===== src/sv/dictionary_word_masker_macros.svh =====
// assertion macros for the dictionary word masker
// no dependencies; included by dictionary_word_masker.sv, the rtl file that carries checks
`ifndef DICTIONARY_WORD_MASKER_MACROS_SVH
`define DICTIONARY_WORD_MASKER_MACROS_SVH

`ifndef ASSERT_OFF
// property that must hold at every edge outside reset
`define DWM_ASSERT(lbl, clk, rstn, prop, msg) \
    lbl: assert property (@(posedge clk) disable iff (!rstn) (prop)) else $error(msg);
// implication checked at every edge outside reset
`define DWM_ASSERT_IMPL(lbl, clk, rstn, ante, cons, msg) \
    lbl: assert property (@(posedge clk) disable iff (!rstn) (ante) |-> (cons)) else $error(msg);
`else
`define DWM_ASSERT(lbl, clk, rstn, prop, msg)
`define DWM_ASSERT_IMPL(lbl, clk, rstn, ante, cons, msg)
`endif

`endif


===== src/sv/dwm_buf.sv =====
// word buffer: one write port, one registered read port
// uses no package items
`default_nettype none

module dwm_buf #(
    parameter int DEPTH = 32,
    parameter int AW    = 5
) (
    input  wire logic          aclk,
    input  wire logic          wr_en,
    input  wire logic [AW-1:0] wr_addr,
    input  wire logic [15:0]   wr_data,
    input  wire logic          rd_en,
    input  wire logic [AW-1:0] rd_addr,
    output logic      [15:0]   rd_data
);

    logic [15:0] mem [DEPTH];

    // write and registered read
    always_ff @(posedge aclk) begin
        if (wr_en) begin
            mem[wr_addr] <= wr_data;
        end
        if (rd_en) begin
            rd_data <= mem[rd_addr];
        end
    end

endmodule

`default_nettype wire


===== config.mk =====
export PLATFORM = sky130hd
export DESIGN_NAME = dwm_buf
export DESIGN_NICKNAME = d
export VERILOG_FILES = /design/src/sv/dictionary_word_masker_macros.svh /design/src/sv/dwm_buf.sv
export SDC_FILE = /design/constraint.sdc
export NUM_CORES = 1
export LEC_CHECK = 0
export BUFFER_PORTS_ARGS = -buffer_cell sky130_fd_sc_hd__buf_2
export CORE_AREA = 2 2 160 225
export CTS_CLUSTER_DIAMETER = 80
export DETAILED_ROUTE_END_ITERATION = 8
export DIE_AREA = 0 0 162 227
export PLACE_DENSITY = 0.76
export SKIP_LAST_GASP = 1
export SLEW_MARGIN = 20
export SYNTH_ARGS = -nofsm -noshare
export SYNTH_HDL_FRONTEND = slang
export SYNTH_SLANG_ARGS = --single-unit

===== constraint.sdc =====
create_clock -name aclk -period 2.6 [get_ports aclk]
set_input_delay 0.13 -clock aclk [delete_from_list [all_inputs] [get_ports aclk]]
set_output_delay 0.13 -clock aclk [all_outputs]
set_load 0.01 [all_outputs]

==> metrics.md <==
| Metric | Value |
|---|---|
| Congestion Overflow GR | 0 |
| Worst path bufs/invs | 0 |
| Cts hold-fix bufs | 0 |
| Distinct cells, synth | 25 |
| Area share of the largest cell type after synthesis | 0.7661 |
| Slew margin rel. | 0.4734 |
| Routed wire per std cell | 26.79 µm |
| I/O pin count | 45 |
| Yosys warns | 0 |
| Standard-cell rows | 81 |
| Worst endpoint required time | 2.87 ns |
| Setup ws final | 0.9928 ns |
| Setup Buffers After CTS | 0 |
| Root Driver | clkbuf_16 |
| Die area | 36770 µm² |
| Max cap viols | 0 |
| CTS tree | yes |
| Slew @ Worst Pin | 0.7900 ns |
| Via count | 10780 |
| Cell family with most CP delay | compound AO/OA/AOI/OAI gates |
| Top cell type by total area after synthesis | edfxtp_1 |
| Routing usage on met1 | 0.3229 |
| Synthesized area | 20700 µm² |
| # DRC | 0 |
| Setup violations, final | 0 |
| ANT nets after route | 0 |
| Flops & latches, synth | 528 |
| Maximum vdd ir drop | 852.4 µV |
| Initial antenna violation count | 0 |
| Count of final hold-check violations | 0 |
| Setup tns final | 0 ns |
| Filler cells | 2288 |
| Port bufs | 44 |
| Starting Density | 0.5971 |
| M3 GR Usage | 0.04318 |
| Seq/Total Area, Yosys | 0.7661 |
| Gr usage total | 0.2539 |
| Fmax | 622.2 MHz |
| Worst-Skew Late Latency | 0.56 ns |
| First-pass GRT wire length | 67560 µm |
| WL final | 46170 µm |
| Syn Area/Cell | 18.11 µm² |
| Core Area | 34660 µm² |
| Post-synthesis net count | 1172 |
| GR Util met2 | 0.4398 |
| DP Worst Slack | 0.5129 ns |
| Ant diodes | 0 |
| Post-DR vias/cell | 6.258 |
| Max stage delay on crit path | 0.36 ns |
| Post-Syn Instances | 1143 |
| TritonCTS Sinks | 528 |
| CTS buffer count | 46 |
| Largest net degree at the start of global routing | 65 |
| DRT Pass-1 Iters | 5 |
| Clk_skew | 0.01056 ns |
| Critical path class | register to register |
| Fraction of layout cells with a size suffix above 1 | 0.1381 |
| Die X-Extent | 162 µm |
| RSZ-0062 raised after global routing | false |
| Final nets | 1261 |
| Synth top area cells | edfxtp_1 (77%), mux2i_1 (12%), a22oi_1 (2.3%) |
| P_leak | 8.103 nW |
| Critical Path AT | 1.87 ns |
| Hold Path Class | input pin to register |
| Grt peak-use layer | met2 |
| Crit-path max FO | 1 |
| Power Dens Cells | 752.9 nW/µm² |
| Clock slew at reported path FFs | 0.07 ns |
| Worst setup EP type | register |
| Fin crit share | 0.6181 |
| Cells along the critical path | mux2i_1 -> a22o_1 -> nor3_1 -> a31oi_1 -> nand3_1 |
| RePlAce Congestion | 0.8122 |
| Layout area overhead | 11.50% |
| Clock Path Buffers | 3 |
| Post_cts resized | 0 |
| Die Span Y | 227 µm |
| Slowest CP cell | edfxtp_1 |
| Post-DP HPWL | 27800 µm |
| Pins Over Slew Limit | 0 |
| Startpoint types | register |
| DRT iter0 DRCs | 1254 |
| Final critical-path required period | 1.607 ns |
| H-tree depth | 2 |
| Number of global-route vias before repair | 10810 |
| Status | finished, final reports clean |
==> cell families after synthesis <==
kind of cell           after synthesis  synth area share
multiplexers                       256            0.1238
AND/OR/NAND/NOR                    148           0.03464
buffers and inverters               67           0.02612
AO/OA/AOI/OAI                      144           0.04933
flip-flops                         528            0.7661
==> flip-flops by register name, indices dropped and copies added, names as in the netlist <==
register  flops
mem         512
rd_data      16
==> power breakdown <==
| group | internal (mW) | switching, mW |
|---|---|---|
| Sequential | 9.50 | 0.0352 |
| Combinational | 0.310 | 0.627 |
| Clock | 3.99 | 2.91 |
==> path summary, 6_finish.rpt <==
path	startpoint	to	slack [ns]	cells past startpoint
setup / recovery	mem[7][0]	rd_data[0]	0.99	5
hold reg to reg	mem[11][10]	rd_data[10]	0.68	4
hold / removal	rd_en	rd_data[0]	0.11	1
setup reg to reg	mem[7][0]	rd_data[0]	0.99	5
==> Yosys cell counts <==
cell      count
a21oi_1      32
a22o_1       32
a22oi_1      64
a31oi_1      16
and2_1        1
buf_12        5
buf_2        19
buf_4        19
buf_6         6
buf_8         6
clkbuf_1     12
edfxtp_1    528
mux2i_1     256
nand2_1      33
nand2b_1      2
nand3_1      34
nand3b_1      5
nand4_1      16
nor2_1       33
nor2_4        1
nor2b_1       2
nor3_1       16
or2_1         1
or3_1         1
or3b_2        3
==> metrics by stage <==
| stage | instances | hold slack (ns) | util | cell area (µm²) | power, mW |
|---|---|---|---|---|---|
| after CTS | 1723 | 0.07279 | 0.6658 | 23080 | 17.44 |
| after floorplan | 1143 | 0.2289 | - | 20700 | 10.25 |
| after global placement | 1640 | 0.5427 | 0.6222 | 21570 | 10.62 |
| after detailed placement | 1640 | 0.5526 | 0.6222 | 21570 | 10.65 |
| after global routing | 1723 | 0.08710 | 0.6658 | 23080 | 17.82 |
| final | 1723 | 0.1095 | 0.6658 | 23080 | 17.37 |
==> final cells by class <==
class,count,area (µm²),area share
clock buffer,54,1202,0.05211
clock inverter,29,307.8,0.01334
multi-input combinational,548,4317,0.1871
sequential,528,15860,0.6871
tap,456,570.5,0.02472
timing repair buffer,108,823.3,0.03568
==> cell usage in the layout, fill, tap and decap left out, types with 3 or more instances in the layout <==
master	instances
edfxtp_1	528
mux2i_1	256
a22oi_1	64
buf_4	55
clkbuf_16	47
buf_2	43
nand3_1	34
nand2_1	33
nor2_1	33
a21oi_1	32
a22o_1	32
nor3_1	16
a31oi_1	16
nand4_1	16
clkinv_1	16
buf_12	9
clkbuf_1	7
bufinv_16	7
nand3b_1	5
clkinv_2	4
or3b_2	3
==> metal layers <==
layer  vias to the layer above  share of wire
li1                       4750              -
met1                      5493           0.38
met2                       452           0.51
met3                        87          0.069
met4                         0          0.038
met5                         -              0
(Power assumes the default switching activity.)
